## src/rtl/core/ncc_pkg.sv

```systemverilog
// ----------------------------------------------------------------------------
// ncc_pkg
// Shared widths, datapath operation codes and the controller/datapath
// command and status bundles of the nearest-centroid classifier.
// ----------------------------------------------------------------------------
package ncc_pkg;

	// fixed field widths
	localparam int COORD_W = 16;
	localparam int SUM_W   = 26;
	localparam int DIST_W  = 35;
	localparam int CFG_W   = 4;

	// shared multiplier: 27 x 27 signed, registered product
	localparam int MUL_W  = 27;
	localparam int PROD_W = 2 * MUL_W;

	// quotient bits kept by the divider; larger quotients saturate the distance
	localparam int QUO_W = 37;

	localparam logic [CFG_W-1:0]        DIMS_RESET = 4'd2;
	localparam logic signed [SUM_W-1:0] SUM_MAX    = 26'sh1FFFFFF;
	localparam logic signed [SUM_W-1:0] SUM_MIN    = 26'sh2000000;
	localparam logic [DIST_W-1:0]       DIST_MAX   = 35'h7FFFFFFFF;

	typedef logic [3:0] op_t;

	localparam op_t OP_NOP      = 4'd0;
	localparam op_t OP_LOAD     = 4'd1;
	localparam op_t OP_TRAIN    = 4'd2;
	localparam op_t OP_MUL_XX   = 4'd3;
	localparam op_t OP_MUL_X0   = 4'd4;
	localparam op_t OP_MUL_X1   = 4'd5;
	localparam op_t OP_ACC_X1   = 4'd6;
	localparam op_t OP_SS_MUL   = 4'd7;
	localparam op_t OP_SS_ACC   = 4'd8;
	localparam op_t OP_XN_INIT  = 4'd9;
	localparam op_t OP_XN_STEP  = 4'd10;
	localparam op_t OP_DIV_INIT = 4'd11;
	localparam op_t OP_DIV_STEP = 4'd12;
	localparam op_t OP_DIST     = 4'd13;
	localparam op_t OP_EMIT     = 4'd14;

	typedef struct packed {
		op_t  op;
		logic cl;
	} cmd_t;

	typedef struct packed {
		logic last;
		logic empty;
		logic out_free;
	} stat_t;

endpackage

```

## src/rtl/core/ncc_ctrl.sv

```systemverilog
// ----------------------------------------------------------------------------
// ncc_ctrl
// Sequencer: steps the datapath through training updates, query
// accumulation and the per-cluster distance computation.
// ----------------------------------------------------------------------------
module ncc_ctrl #(
	parameter int MAX_DIMS   = 8,
	parameter int MAX_POINTS = 1024
) (
	input  logic                                 clk,
	input  logic                                 arst_n,
	input  logic                                 in_valid,
	input  logic                                 kind,
	output logic                                 in_ready,
	input  ncc_pkg::stat_t                       st,
	input  logic [$clog2(MAX_DIMS+1)-1:0]        dims_act,
	output ncc_pkg::cmd_t                        cmd,
	output logic [((MAX_DIMS > 1) ? $clog2(MAX_DIMS) : 1)-1:0] ss_dim
);
	import ncc_pkg::*;

	localparam int IW     = (MAX_DIMS > 1) ? $clog2(MAX_DIMS) : 1;
	localparam int CNT_W  = $clog2(MAX_POINTS + 1);
	localparam int CT_MAX = (MAX_DIMS > QUO_W) ? MAX_DIMS : QUO_W;
	localparam int CT_W   = $clog2(CT_MAX + 1);

	localparam logic [3:0] S_IDLE  = 4'd0;
	localparam logic [3:0] S_TRAIN = 4'd1;
	localparam logic [3:0] S_QXX   = 4'd2;
	localparam logic [3:0] S_QX0   = 4'd3;
	localparam logic [3:0] S_QX1   = 4'd4;
	localparam logic [3:0] S_QACC  = 4'd5;
	localparam logic [3:0] S_SSM   = 4'd6;
	localparam logic [3:0] S_SSA   = 4'd7;
	localparam logic [3:0] S_XNI   = 4'd8;
	localparam logic [3:0] S_XNS   = 4'd9;
	localparam logic [3:0] S_DVI   = 4'd10;
	localparam logic [3:0] S_DVS   = 4'd11;
	localparam logic [3:0] S_DST   = 4'd12;
	localparam logic [3:0] S_EMIT  = 4'd13;

	logic [3:0]      state_q, state_d;
	logic [CT_W-1:0] cnt_q, cnt_d;
	logic            cl_q, cl_d;

	assign in_ready = (state_q == S_IDLE);
	assign ss_dim   = cnt_q[IW-1:0];

	always_comb begin
		state_d = state_q;
		cnt_d   = cnt_q;
		cl_d    = cl_q;
		cmd.op  = OP_NOP;
		cmd.cl  = cl_q;
		unique case (state_q)
			S_IDLE: begin
				if (in_valid) begin
					cmd.op  = OP_LOAD;
					state_d = kind ? S_QXX : S_TRAIN;
				end
			end
			S_TRAIN: begin
				cmd.op  = OP_TRAIN;
				state_d = S_IDLE;
			end
			S_QXX: begin
				cmd.op  = OP_MUL_XX;
				state_d = S_QX0;
			end
			S_QX0: begin
				cmd.op  = OP_MUL_X0;
				state_d = S_QX1;
			end
			S_QX1: begin
				cmd.op  = OP_MUL_X1;
				state_d = S_QACC;
			end
			S_QACC: begin
				cmd.op = OP_ACC_X1;
				cl_d   = 1'b0;
				cnt_d  = '0;
				if (!st.last) begin
					state_d = S_IDLE;
				end else if (st.empty) begin
					state_d = S_EMIT;
				end else begin
					state_d = S_SSM;
				end
			end
			S_SSM: begin
				cmd.op  = OP_SS_MUL;
				cnt_d   = cnt_q + 1'b1;
				state_d = S_SSA;
			end
			S_SSA: begin
				cmd.op  = OP_SS_ACC;
				state_d = (cnt_q == CT_W'(dims_act)) ? S_XNI : S_SSM;
			end
			S_XNI: begin
				cmd.op  = OP_XN_INIT;
				cnt_d   = '0;
				state_d = S_XNS;
			end
			S_XNS: begin
				cmd.op = OP_XN_STEP;
				cnt_d  = cnt_q + 1'b1;
				if (cnt_q == CT_W'(CNT_W - 1)) begin
					state_d = S_DVI;
				end
			end
			S_DVI: begin
				cmd.op  = OP_DIV_INIT;
				cnt_d   = '0;
				state_d = S_DVS;
			end
			S_DVS: begin
				cmd.op = OP_DIV_STEP;
				cnt_d  = cnt_q + 1'b1;
				if (cnt_q == CT_W'(QUO_W - 1)) begin
					state_d = S_DST;
				end
			end
			S_DST: begin
				cmd.op = OP_DIST;
				cnt_d  = '0;
				if (!cl_q) begin
					cl_d    = 1'b1;
					state_d = S_SSM;
				end else begin
					state_d = S_EMIT;
				end
			end
			S_EMIT: begin
				if (st.out_free) begin
					cmd.op  = OP_EMIT;
					state_d = S_IDLE;
				end
			end
			default: begin
				state_d = S_IDLE;
			end
		endcase
	end

	always_ff @(posedge clk or negedge arst_n) begin
		if (!arst_n) begin
			state_q <= S_IDLE;
			cnt_q   <= '0;
			cl_q    <= 1'b0;
		end else begin
			state_q <= state_d;
			cnt_q   <= cnt_d;
			cl_q    <= cl_d;
		end
	end

endmodule

```

## src/rtl/core/ncc_dp.sv

```systemverilog
// ----------------------------------------------------------------------------
// ncc_dp
// Datapath: cluster sums and counts, shared multiplier, dot-product
// accumulators, shift-add multiplier, restoring divider, result register.
// ----------------------------------------------------------------------------
module ncc_dp #(
	parameter int MAX_DIMS   = 8,
	parameter int MAX_POINTS = 1024
) (
	input  logic                                 clk,
	input  logic                                 arst_n,
	input  logic                                 cfg_we,
	input  logic [ncc_pkg::CFG_W-1:0]            cfg_data,
	input  logic                                 label,
	input  logic signed [ncc_pkg::COORD_W-1:0]   coord,
	input  ncc_pkg::cmd_t                        cmd,
	input  logic [((MAX_DIMS > 1) ? $clog2(MAX_DIMS) : 1)-1:0] ss_dim,
	output ncc_pkg::stat_t                       st,
	output logic [$clog2(MAX_DIMS+1)-1:0]        dims_act,
	output logic                                 out_valid,
	input  logic                                 out_ready,
	output logic                                 class_out,
	output logic [ncc_pkg::DIST_W-1:0]           dist_zero,
	output logic [ncc_pkg::DIST_W-1:0]           dist_one,
	output logic                                 empty_flag
);
	import ncc_pkg::*;

	localparam int IW     = (MAX_DIMS > 1) ? $clog2(MAX_DIMS) : 1;
	localparam int DW     = $clog2(MAX_DIMS);
	localparam int AD_W   = $clog2(MAX_DIMS + 1);
	localparam int CNT_W  = $clog2(MAX_POINTS + 1);
	localparam int SD_W   = 2 * COORD_W - 1 + DW;
	localparam int XD_W   = COORD_W + SUM_W + DW;
	localparam int SS_W   = 2 * SUM_W - 1 + DW;
	localparam int REM_A  = SS_W + 1;
	localparam int REM_B  = XD_W + CNT_W + 1;
	localparam int REM_W  = ((REM_A > REM_B) ? REM_A : REM_B) + 1;
	localparam int DEN_W  = 2 * CNT_W;
	localparam int VW     = ((SD_W > QUO_W) ? SD_W : QUO_W) + 2;

	// architectural state
	logic [CFG_W-1:0]        dims_q;
	logic signed [SUM_W-1:0] sum_q [2][MAX_DIMS];
	logic [CNT_W-1:0]        cnt_q [2];
	logic [IW-1:0]           cidx_q;
	logic [SD_W-1:0]         self_dot_q;
	logic signed [XD_W-1:0]  xd_q [2];
	logic [SS_W-1:0]         ss_q;

	// working registers
	logic                     lbl_q;
	logic signed [COORD_W-1:0] x_q;
	logic signed [PROD_W-1:0] prod_q;
	logic signed [REM_W-1:0]  xn_acc_q, xn_mc_q;
	logic [CNT_W-1:0]         xn_mp_q;
	logic [DEN_W-1:0]         den_q, part_q;
	logic [QUO_W-1:0]         qsr_q;
	logic                     neg_q, ovf_q;
	logic [DIST_W-1:0]        dist_q [2];

	logic                     out_valid_q, class_q, empty_q;
	logic [DIST_W-1:0]        dz_q, d1_q;

	// active dimension count, clamped
	always_comb begin
		if (dims_q == '0) begin
			dims_act = AD_W'(1);
		end else if (int'(dims_q) > MAX_DIMS) begin
			dims_act = AD_W'(MAX_DIMS);
		end else begin
			dims_act = AD_W'(dims_q);
		end
	end

	logic [IW:0] cidx_p1;
	logic        last;
	assign cidx_p1 = {1'b0, cidx_q} + 1'b1;
	assign last    = (cidx_p1 >= (IW+1)'(dims_act));

	assign st.last     = last;
	assign st.empty    = (cnt_q[0] == '0) || (cnt_q[1] == '0);
	assign st.out_free = !out_valid_q || out_ready;

	// single read port on the sum store
	logic                    rd_cl;
	logic [IW-1:0]           rd_dim;
	logic signed [SUM_W-1:0] rd_sum;

	always_comb begin
		rd_cl  = lbl_q;
		rd_dim = cidx_q;
		case (cmd.op)
			OP_MUL_X0: rd_cl = 1'b0;
			OP_MUL_X1: rd_cl = 1'b1;
			OP_SS_MUL: begin
				rd_cl  = cmd.cl;
				rd_dim = ss_dim;
			end
			default: ;
		endcase
	end
	assign rd_sum = sum_q[rd_cl][rd_dim];

	// training update with saturation
	logic signed [SUM_W:0]   tr_add;
	logic signed [SUM_W-1:0] tr_sat;
	logic                    can_train;

	assign tr_add    = (SUM_W+1)'(rd_sum) + (SUM_W+1)'(x_q);
	assign tr_sat    = (tr_add[SUM_W] != tr_add[SUM_W-1]) ?
	                   (tr_add[SUM_W] ? SUM_MIN : SUM_MAX) : tr_add[SUM_W-1:0];
	assign can_train = cnt_q[lbl_q] < CNT_W'(MAX_POINTS);

	// shared multiplier operands
	logic signed [MUL_W-1:0] mul_a, mul_b;
	logic                    mul_en;

	always_comb begin
		mul_a  = '0;
		mul_b  = '0;
		mul_en = 1'b1;
		case (cmd.op) inside
			OP_MUL_XX: begin
				mul_a = MUL_W'(x_q);
				mul_b = MUL_W'(x_q);
			end
			OP_MUL_X0, OP_MUL_X1: begin
				mul_a = MUL_W'(x_q);
				mul_b = MUL_W'(rd_sum);
			end
			OP_SS_MUL: begin
				mul_a = MUL_W'(rd_sum);
				mul_b = MUL_W'(rd_sum);
			end
			OP_XN_INIT: begin
				mul_a = MUL_W'(cnt_q[cmd.cl]);
				mul_b = MUL_W'(cnt_q[cmd.cl]);
			end
			default: mul_en = 1'b0;
		endcase
	end

	// divider setup: rem = S.S - 2 n x.S, split into sign and magnitude
	logic signed [REM_W-1:0] rem;
	logic [REM_W-1:0]        rem_u, mag, hi;
	logic [DEN_W-1:0]        den_w;
	logic                    rem_neg, div_ovf;

	assign rem     = $signed({{(REM_W-SS_W){1'b0}}, ss_q}) - (xn_acc_q <<< 1);
	assign rem_u   = rem;
	assign rem_neg = rem[REM_W-1];
	assign mag     = rem_neg ? (~rem_u + 1'b1) : rem_u;
	assign hi      = mag >> QUO_W;
	assign den_w   = prod_q[DEN_W-1:0];
	assign div_ovf = hi >= {{(REM_W-DEN_W){1'b0}}, den_w};

	// one restoring step
	logic [DEN_W:0] trial, trial_sub;
	logic           trial_ge;

	assign trial     = {part_q, qsr_q[QUO_W-1]};
	assign trial_ge  = trial >= {1'b0, den_q};
	assign trial_sub = trial - {1'b0, den_q};

	// distance = x.x + floor(rem / n^2), clamped
	logic [QUO_W:0]    qm;
	logic [VW-1:0]     sd_ext, q_ext, v_u;
	logic [DIST_W-1:0] dist_val;

	assign qm     = {1'b0, qsr_q} + {{QUO_W{1'b0}}, (neg_q && (part_q != '0))};
	assign sd_ext = VW'(self_dot_q);
	assign q_ext  = VW'(qm);
	assign v_u    = neg_q ? (sd_ext - q_ext) : (sd_ext + q_ext);

	always_comb begin
		if (ovf_q) begin
			dist_val = neg_q ? '0 : DIST_MAX;
		end else if (v_u[VW-1]) begin
			dist_val = '0;
		end else if (v_u[VW-2:DIST_W] != '0) begin
			dist_val = DIST_MAX;
		end else begin
			dist_val = v_u[DIST_W-1:0];
		end
	end

	// state with reset
	always_ff @(posedge clk or negedge arst_n) begin
		if (!arst_n) begin
			dims_q      <= DIMS_RESET;
			for (int c = 0; c < 2; c++) begin
				for (int d = 0; d < MAX_DIMS; d++) begin
					sum_q[c][d] <= '0;
				end
				cnt_q[c] <= '0;
				xd_q[c]  <= '0;
			end
			cidx_q      <= '0;
			self_dot_q  <= '0;
			ss_q        <= '0;
			out_valid_q <= 1'b0;
		end else begin
			if (cfg_we) begin
				dims_q <= cfg_data;
			end
			// a new result loaded in the same cycle keeps valid high
			if (out_valid_q && out_ready && (cmd.op != OP_EMIT)) begin
				out_valid_q <= 1'b0;
			end
			unique case (cmd.op) inside
				OP_TRAIN: begin
					if (can_train) begin
						sum_q[lbl_q][cidx_q] <= tr_sat;
						if (last) begin
							cnt_q[lbl_q] <= cnt_q[lbl_q] + 1'b1;
						end
					end
					if (last) begin
						cidx_q     <= '0;
						self_dot_q <= '0;
						xd_q[0]    <= '0;
						xd_q[1]    <= '0;
					end else begin
						cidx_q <= cidx_p1[IW-1:0];
					end
				end
				OP_MUL_X0: self_dot_q <= self_dot_q + prod_q[SD_W-1:0];
				OP_MUL_X1: xd_q[0] <= xd_q[0] + $signed(prod_q[XD_W-1:0]);
				OP_ACC_X1: begin
					xd_q[1] <= xd_q[1] + $signed(prod_q[XD_W-1:0]);
					if (!last) begin
						cidx_q <= cidx_p1[IW-1:0];
					end
				end
				OP_SS_ACC: ss_q <= ss_q + prod_q[SS_W-1:0];
				OP_DIST:   ss_q <= '0;
				OP_EMIT: begin
					out_valid_q <= 1'b1;
					cidx_q      <= '0;
					self_dot_q  <= '0;
					xd_q[0]     <= '0;
					xd_q[1]     <= '0;
				end
				OP_NOP, OP_LOAD, OP_MUL_XX, OP_SS_MUL, OP_XN_INIT, OP_XN_STEP,
				OP_DIV_INIT, OP_DIV_STEP: ;
				default: ;
			endcase
		end
	end

	// working registers, no reset
	always_ff @(posedge clk) begin
		if (mul_en) begin
			prod_q <= mul_a * mul_b;
		end
		case (cmd.op)
			OP_LOAD: begin
				lbl_q <= label;
				x_q   <= coord;
			end
			OP_XN_INIT: begin
				xn_acc_q <= '0;
				xn_mc_q  <= REM_W'(xd_q[cmd.cl]);
				xn_mp_q  <= cnt_q[cmd.cl];
			end
			OP_XN_STEP: begin
				if (xn_mp_q[0]) begin
					xn_acc_q <= xn_acc_q + xn_mc_q;
				end
				xn_mc_q <= xn_mc_q <<< 1;
				xn_mp_q <= xn_mp_q >> 1;
			end
			OP_DIV_INIT: begin
				den_q  <= den_w;
				part_q <= hi[DEN_W-1:0];
				qsr_q  <= mag[QUO_W-1:0];
				neg_q  <= rem_neg;
				ovf_q  <= div_ovf;
			end
			OP_DIV_STEP: begin
				part_q <= trial_ge ? trial_sub[DEN_W-1:0] : trial[DEN_W-1:0];
				qsr_q  <= {qsr_q[QUO_W-2:0], trial_ge};
			end
			OP_DIST: dist_q[cmd.cl] <= dist_val;
			OP_EMIT: begin
				if (st.empty) begin
					class_q <= 1'b0;
					dz_q    <= '0;
					d1_q    <= '0;
					empty_q <= 1'b1;
				end else begin
					class_q <= !(dist_q[0] < dist_q[1]);
					dz_q    <= dist_q[0];
					d1_q    <= dist_q[1];
					empty_q <= 1'b0;
				end
			end
			default: ;
		endcase
	end

	assign out_valid  = out_valid_q;
	assign class_out  = class_q;
	assign dist_zero  = dz_q;
	assign dist_one   = d1_q;
	assign empty_flag = empty_q;

endmodule

```

## src/rtl/core/nearest_centroid_two_class_core.sv

```systemverilog
// ----------------------------------------------------------------------------
// nearest_centroid_two_class_core
// training request: load, then one training update; query request that does not end a
// point: load, the x.x, x.S0 and x.S1 products, then accumulate; a query request ending
//   a point adds, once per cluster, the sum-of-squares walk, the shift-add n * x.S multiply
//   over CNT_W = clog2(MAX_POINTS + 1) bits and the 37-step divider
// empty cluster at the last query coordinate: no distance computed, flagged result
// arst_n clears sums, counts and accumulators at once; dims_in_use resets to 2
// ----------------------------------------------------------------------------
module nearest_centroid_two_class_core #(
	parameter int MAX_DIMS   = 8,
	parameter int MAX_POINTS = 1024
) (
	input  logic                               clk,
	input  logic                               arst_n,
	input  logic                               cfg_we,
	input  logic [ncc_pkg::CFG_W-1:0]          cfg_data,
	input  logic                               in_valid,
	output logic                               in_ready,
	input  logic                               kind,
	input  logic                               label,
	input  logic signed [ncc_pkg::COORD_W-1:0] coord,
	output logic                               out_valid,
	input  logic                               out_ready,
	output logic                               class_out,
	output logic [ncc_pkg::DIST_W-1:0]         dist_zero,
	output logic [ncc_pkg::DIST_W-1:0]         dist_one,
	output logic                               empty_flag
);
	import ncc_pkg::*;

	// index width of one dimension, and of the clamped dimension count
	localparam int IW   = (MAX_DIMS > 1) ? $clog2(MAX_DIMS) : 1;
	localparam int AD_W = $clog2(MAX_DIMS + 1);

	// controller to datapath: one operation a cycle plus the cluster it targets
	cmd_t            cmd;
	// datapath to controller: point complete, a cluster empty, result slot free
	stat_t           st;
	logic [AD_W-1:0] dims_act;
	// dimension being walked while summing S.S
	logic [IW-1:0]   ss_dim;

	// sequencer: takes a request only when idle; a finished result waits in
	// the datapath's output register, so the next request can enter meanwhile
	ncc_ctrl #(
		.MAX_DIMS   (MAX_DIMS),
		.MAX_POINTS (MAX_POINTS)
	) u_ctrl (
		.clk      (clk),
		.arst_n   (arst_n),
		.in_valid (in_valid),
		.kind     (kind),
		.in_ready (in_ready),
		.st       (st),
		.dims_act (dims_act),
		.cmd      (cmd),
		.ss_dim   (ss_dim)
	);

	// datapath: sum store, counts, shared 27x27 multiplier, divider and the
	// output register that holds a result until out_ready takes it
	ncc_dp #(
		.MAX_DIMS   (MAX_DIMS),
		.MAX_POINTS (MAX_POINTS)
	) u_dp (
		.clk        (clk),
		.arst_n     (arst_n),
		.cfg_we     (cfg_we),
		.cfg_data   (cfg_data),
		.label      (label),
		.coord      (coord),
		.cmd        (cmd),
		.ss_dim     (ss_dim),
		.st         (st),
		.dims_act   (dims_act),
		.out_valid  (out_valid),
		.out_ready  (out_ready),
		.class_out  (class_out),
		.dist_zero  (dist_zero),
		.dist_one   (dist_one),
		.empty_flag (empty_flag)
	);

endmodule
```

## config.mk

```make
export PLATFORM = sky130hd
export DESIGN_NAME = nearest_centroid_two_class_core
export DESIGN_NICKNAME = d
export VERILOG_FILES = /design/src/rtl/core/ncc_pkg.sv /design/src/rtl/core/ncc_ctrl.sv /design/src/rtl/core/ncc_dp.sv /design/src/rtl/core/nearest_centroid_two_class_core.sv
export SDC_FILE = /design/constraint.sdc
export NUM_CORES = 2
export LEC_CHECK = 0
export ABC_AREA = 1
export BUFFER_PORTS_ARGS = -buffer_cell sky130_fd_sc_hd__buf_2
export CAP_MARGIN = 40
export CORE_ASPECT_RATIO = 0.7
export CORE_MARGIN = 10
export CORE_UTILIZATION = 45
export DETAILED_ROUTE_END_ITERATION = 12
export SETUP_SLACK_MARGIN = 0.02
export SYNTH_ARGS = -nofsm -noshare
export SYNTH_HDL_FRONTEND = slang
export SYNTH_HIERARCHICAL = 1
export SYNTH_SLANG_ARGS = --single-unit
```

## constraint.sdc

```tcl
create_clock -name clk -period 30.7 [get_ports clk]
set_input_delay 4.605 -clock clk [delete_from_list [all_inputs] [get_ports clk]]
set_output_delay 4.605 -clock clk [all_outputs]
set_load 0.02 [all_outputs]
```

Word-level counts from Yosys, hierarchy flattened:

Memory sizes are Yosys's and may differ from the RTL's.
Cells that the tools add are included.

* bits of input ports: 27
* RAM bits: 70
* flip-flop bits (word level): 988
* output and inout bits: 74
* memories: 1

Memory list
* u_dp.dist_q: words 2, bits a word 35, rd ports 2, clocked after memory_dff 0, wr ports 1, line ncc_dp.sv:60 `logic [DIST_W-1:0] dist_q [2];`

* reduce and logical (&&, ||, !) cells: 35
* equal/unequal tests: 39
* multiplexer cells: 81
* $add $sub $neg: 15
* order comparisons: 13
* multipliers: 1
* bitwise gates (word level): 6

Operators by type and width (count)
* two-way mux 208 bit: 4
* bitwise mux 416 bit: 1
* one-hot mux 45 bit (3 select lines): 2
* one-hot mux 58 bit (2 select lines): 2
* demux 208 bit (select 1 bit): 1
* two-way mux 35 bit: 4
* two-way mux 27 bit: 5
* two-way mux 45 bit: 3
* two-way mux 26 bit: 5
* two-way mux 58 bit: 2
* one-hot mux 54 bit (2 select lines): 1
* one-hot mux 34 bit (3 select lines): 1
* adder 45 bit: 2
* two-way mux 90 bit: 1
* two-way mux 11 bit: 8
* binary-select mux 26 bit (select 3 bit): 1
* demux 26 bit (select 3 bit): 1
* one-hot mux 37 bit (2 select lines): 1
* adder 58 x 1 -> 58 bit (second input constant): 1
* adder 58 bit: 1
* NOT 58 bit: 1
* subtractor 55 x 58 -> 58 bit: 1
* one-hot mux 4 bit (14 select lines): 1
* adder 54 bit: 1
* 63 further kinds: 139

Longest topological paths before layout:

* depth after elaboration: 17
* depth in mapped cells: 56

Hierarchy:

Netlist, hierarchy kept.

By module, submodules not included
* ncc_dp: cells each 12725, area an instance 97098.1 µm², times used 1
* ncc_ctrl: cells each 162, area an instance 975.9 µm², times used 1

Worst setup path after synthesis:

Ideal clock, no wire load.

* path type: input to register
* from: in out_ready
* to: reg u_dp.prod_q[52] (data pin)
* buffers on the path: 4
* arrival time: 13293 ps
* stages: 45
* setup slack: 17148 ps
* setup time: 259 ps
* cell sequence: inv_1 -> nand2_1 -> inv_1 -> nor3_1 -> nor2_1 -> o311ai_0 -> nor2_4 -> inv_2 -> nor2_1 -> a21oi_1 -> o21ai_4 -> buf_6 -> buf_4 -> buf_2 -> o21ai_0 -> nand3_1 -> nand3_1 -> nand2_1 -> [9 not listed] -> ha_1 -> inv_1 -> fa_1 -> inv_1 -> fa_1 -> fa_1 -> ha_1 -> nand2_1 -> nor2_1 -> inv_1 -> nor4_1 -> nand3_1 -> nand3_1 -> nand2_1 -> o211ai_1 -> nand2_1 -> nand2_1 -> xor2_1

RTL lines
* start: declaration: line nearest_centroid_two_class_core.sv:24 `input logic out_ready,`
* end signal: assignment: line ncc_dp.sv:255 `prod_q <= mul_a * mul_b;`
* end: declaration: line ncc_dp.sv:54 `logic signed [PROD_W-1:0] prod_q;`

==> flow_summary.yaml <==
worst_setup_path:
  worst_setup_path_end_kind: "flip-flop"
  r2r_slack_ns: 17.10
  rr_startpoint: "u_dp/out_valid"
  max_stage_delay_ns: 1.09
  slowest_stage: "fa_1"
  startpoint: "out_ready"
  critical_path.top_delay_family: "adder cells"
  cp.buffers_inverters: 11
  arrival_ns: 17.42
  startpoint_type: "primary input"
  r2r_cells: 38
  path_class: "primary input to flip-flop"
  crit_fanout: 182
  crit-reg2reg-capture: "u_dp/prod_q[50]"
  worstPathRequired_ns: 31.16
cts:
  cts_sinks: 1056
  cts_tree: "done"
  path_clk_slew_ns: 0.07
  cts_buffers: 114
  post_cts_buffers: 0
  ctsHoldBuffers: 0
  htree_levels: 3
  cts_resized: 0
  clk_latency_ns: 0.81
  root_buffer: "clkbuf_16"
  cts_max_path_buffers: 3
status:
  status: "completed"
floorplanning:
  die_area_sq_um: 237300
  core_sq_um: 216900
  ios: 101
  start_util_pct: 45.23
  rows: 143
  die_x_um: 578.0
  die_h_um: 410.6
timing:
  slew_headroom_pct: 35.70
  worst_slew_pin_slew_ns: 0.9634
  hold_violations: 0
  skew_ns: 0.1020
  timing.fmax_mhz: 58.94
  rsz0062_at_grt: "false"
  fin_crit_ns: 16.97
  tns_ns: 0
  setup_viol: 0
  report.final.slew_viol_count: 0
  post-route-period-util_pct: 55.26
yosys:
  synth_edf_count: 421
  synth.top_cells.by_area: "dfrtp_1 (16%), fa_1 (15%), edfxtp_1 (13%)"
  syn_inst: 12890
  synth_cell_types: 75
  async_reset_ff_share_pct: 60.13
  synth_seq_cells: 1056
  synth_area_sq_um: 98070
  yosysTopAreaCell: "dfrtp_1"
  ys_dominant_reg_cell: "dfrtp_1"
  synth_top_area_share_pct: 16.18
  yosys-top-cells-count: "nand2_1 (3259), inv_1 (2134), nor2_1 (1164)"
  post-synth-top-count-cell: "nand2_1"
  yosysSeqAreaShare_pct: 29.09
  synth_area_per_cell_sq_um: 7.610
  ys.warnings.count: 6
  syn_nets: 14260
cells_and_area:
  fin_nets: 14210
  synthToLayoutAreaGrowth_pct: 8.605
  layout-drive-gt1-share_pct: 5.129
placed_design:
  place.gp.congestion: 1.017
  dp_hpwl_um: 290500
  port_buffers: 100
routing:
  firstDrtPassIters: 9
  wirelength_um: 370300
  vias_per_cell: 5.668
  first_iter_violations: 11600
  route.detailed.drc: 0
  wl_per_cell_um: 23.36
  antenna_left: 0
  vias: 89840
grt:
  grt_max_degree: 183
  grt_pass1_vias: 85540
  grt_pass1_wl_um: 553000
  antenna_found_initial: 26
  overflow: 0
  track_usage_pct: 30.52
flow_run:
  cap_violations: 0
worst_hold_path:
  holdCritStartpoint: "u_dp/xn_mp_q[4]"
  min_to: "u_dp/xn_mp_q[3]"
  min_path_cells: 2
  hp-class: "flip-flop to flip-flop"
-- layer usage --
metal	wire length [um]	track usage, %	vias to the layer above
li1	-	-	41140
met1	176300	48.98	43660
met2	137300	39.66	4494
met3	46560	8.213	537
met4	9955	7.310	18
met5	131	0	-
-- flip-flops by register name, indices dropped and copies added (netlist names), 34 cells and up --
name / count
u_dp/qsr_q: 37
u_dp/ss_q: 54
u_dp/dist_one: 35
u_dp/sum_q: 416
u_dp/xn_mc_q: 57
u_dp/dist_zero: 35
u_dp/self_dot_q: 34
u_dp/xn_acc_q: 57
u_dp/prod_q: 54
u_dp/dist_q: 70
u_dp/xd_q: 90
-- worst min-delay path, stage by stage (launching register included) --
cell	delay [ns]
edfxtp_1	0.32
nand2_1	0.05
nand2_1	0.05
-- how the worst max path moves through the flow --
stage	depth (start not counted)	slack [ns]	end
after CTS	40	14.07	u_dp/prod_q[50]
final	40	13.73	u_dp/prod_q[50]
after global routing	42	13.10	u_dp/prod_q[50]
after detailed placement	40	13.41	u_dp/prod_q[50]
after floorplan	45	17.15	u_dp/prod_q[52]
after global placement	41	13.31	u_dp/prod_q[53]
-- cell type report --
type | instances | area [sq um]
Inverter | 2194 | 8243
Multi-Input combinational cell | 9221 | 59740
Fill cell | 21270 | 110300
Sequential cell | 1056 | 28530
Timing Repair Buffer | 258 | 2227
Clock buffer | 144 | 3147
Tap cell | 2900 | 3628
Antenna cell | 3 | 7.507
Clock inverter | 74 | 980.9
-- layout by cell type (no fill, tap or decap), drive strengths merged, types with 96 or more instances in the layout --
master	synthesis	routed
nand2	3281	3281
inv	2178	2188
nor2	1185	1185
o21ai	986	986
a21oi	905	905
fa	752	752
dfrtp	634	634
ha	590	590
edfxtp	421	421
nand3	411	411
buf	196	257
xor2	188	188
a31oi	165	165
clkbuf	219	145
xnor2	123	123
o211ai	96	96
-- kinds of logic after synthesis --
family,synth area share (%)
adders and majority gates,22.88
and+or+nand+nor,20.99
buffers and inverters,10.31
DFF,29.09
xor gates and xnor gates,2.785
muxes,0.1735
AOI/OAI and AO/OA,13.76
-- stage by stage --
step	area [sq um]	std cells	setup slack [ns]	hold slack (ns)	util (%)
floorplan	98070	12890	17.15	0.4439	-
global placement	101600	15590	13.31	0.4623	46.83
detailed placement	102400	15630	13.41	0.4644	47.21
CTS	106500	15850	14.07	0.4803	49.11
global route	106500	15850	13.10	0.5002	49.11
finish	106500	15850	13.73	0.4618	49.12
Power is not shown: default switching activity piles up to over one toggle a cycle in this logic, so the estimate is an artifact.
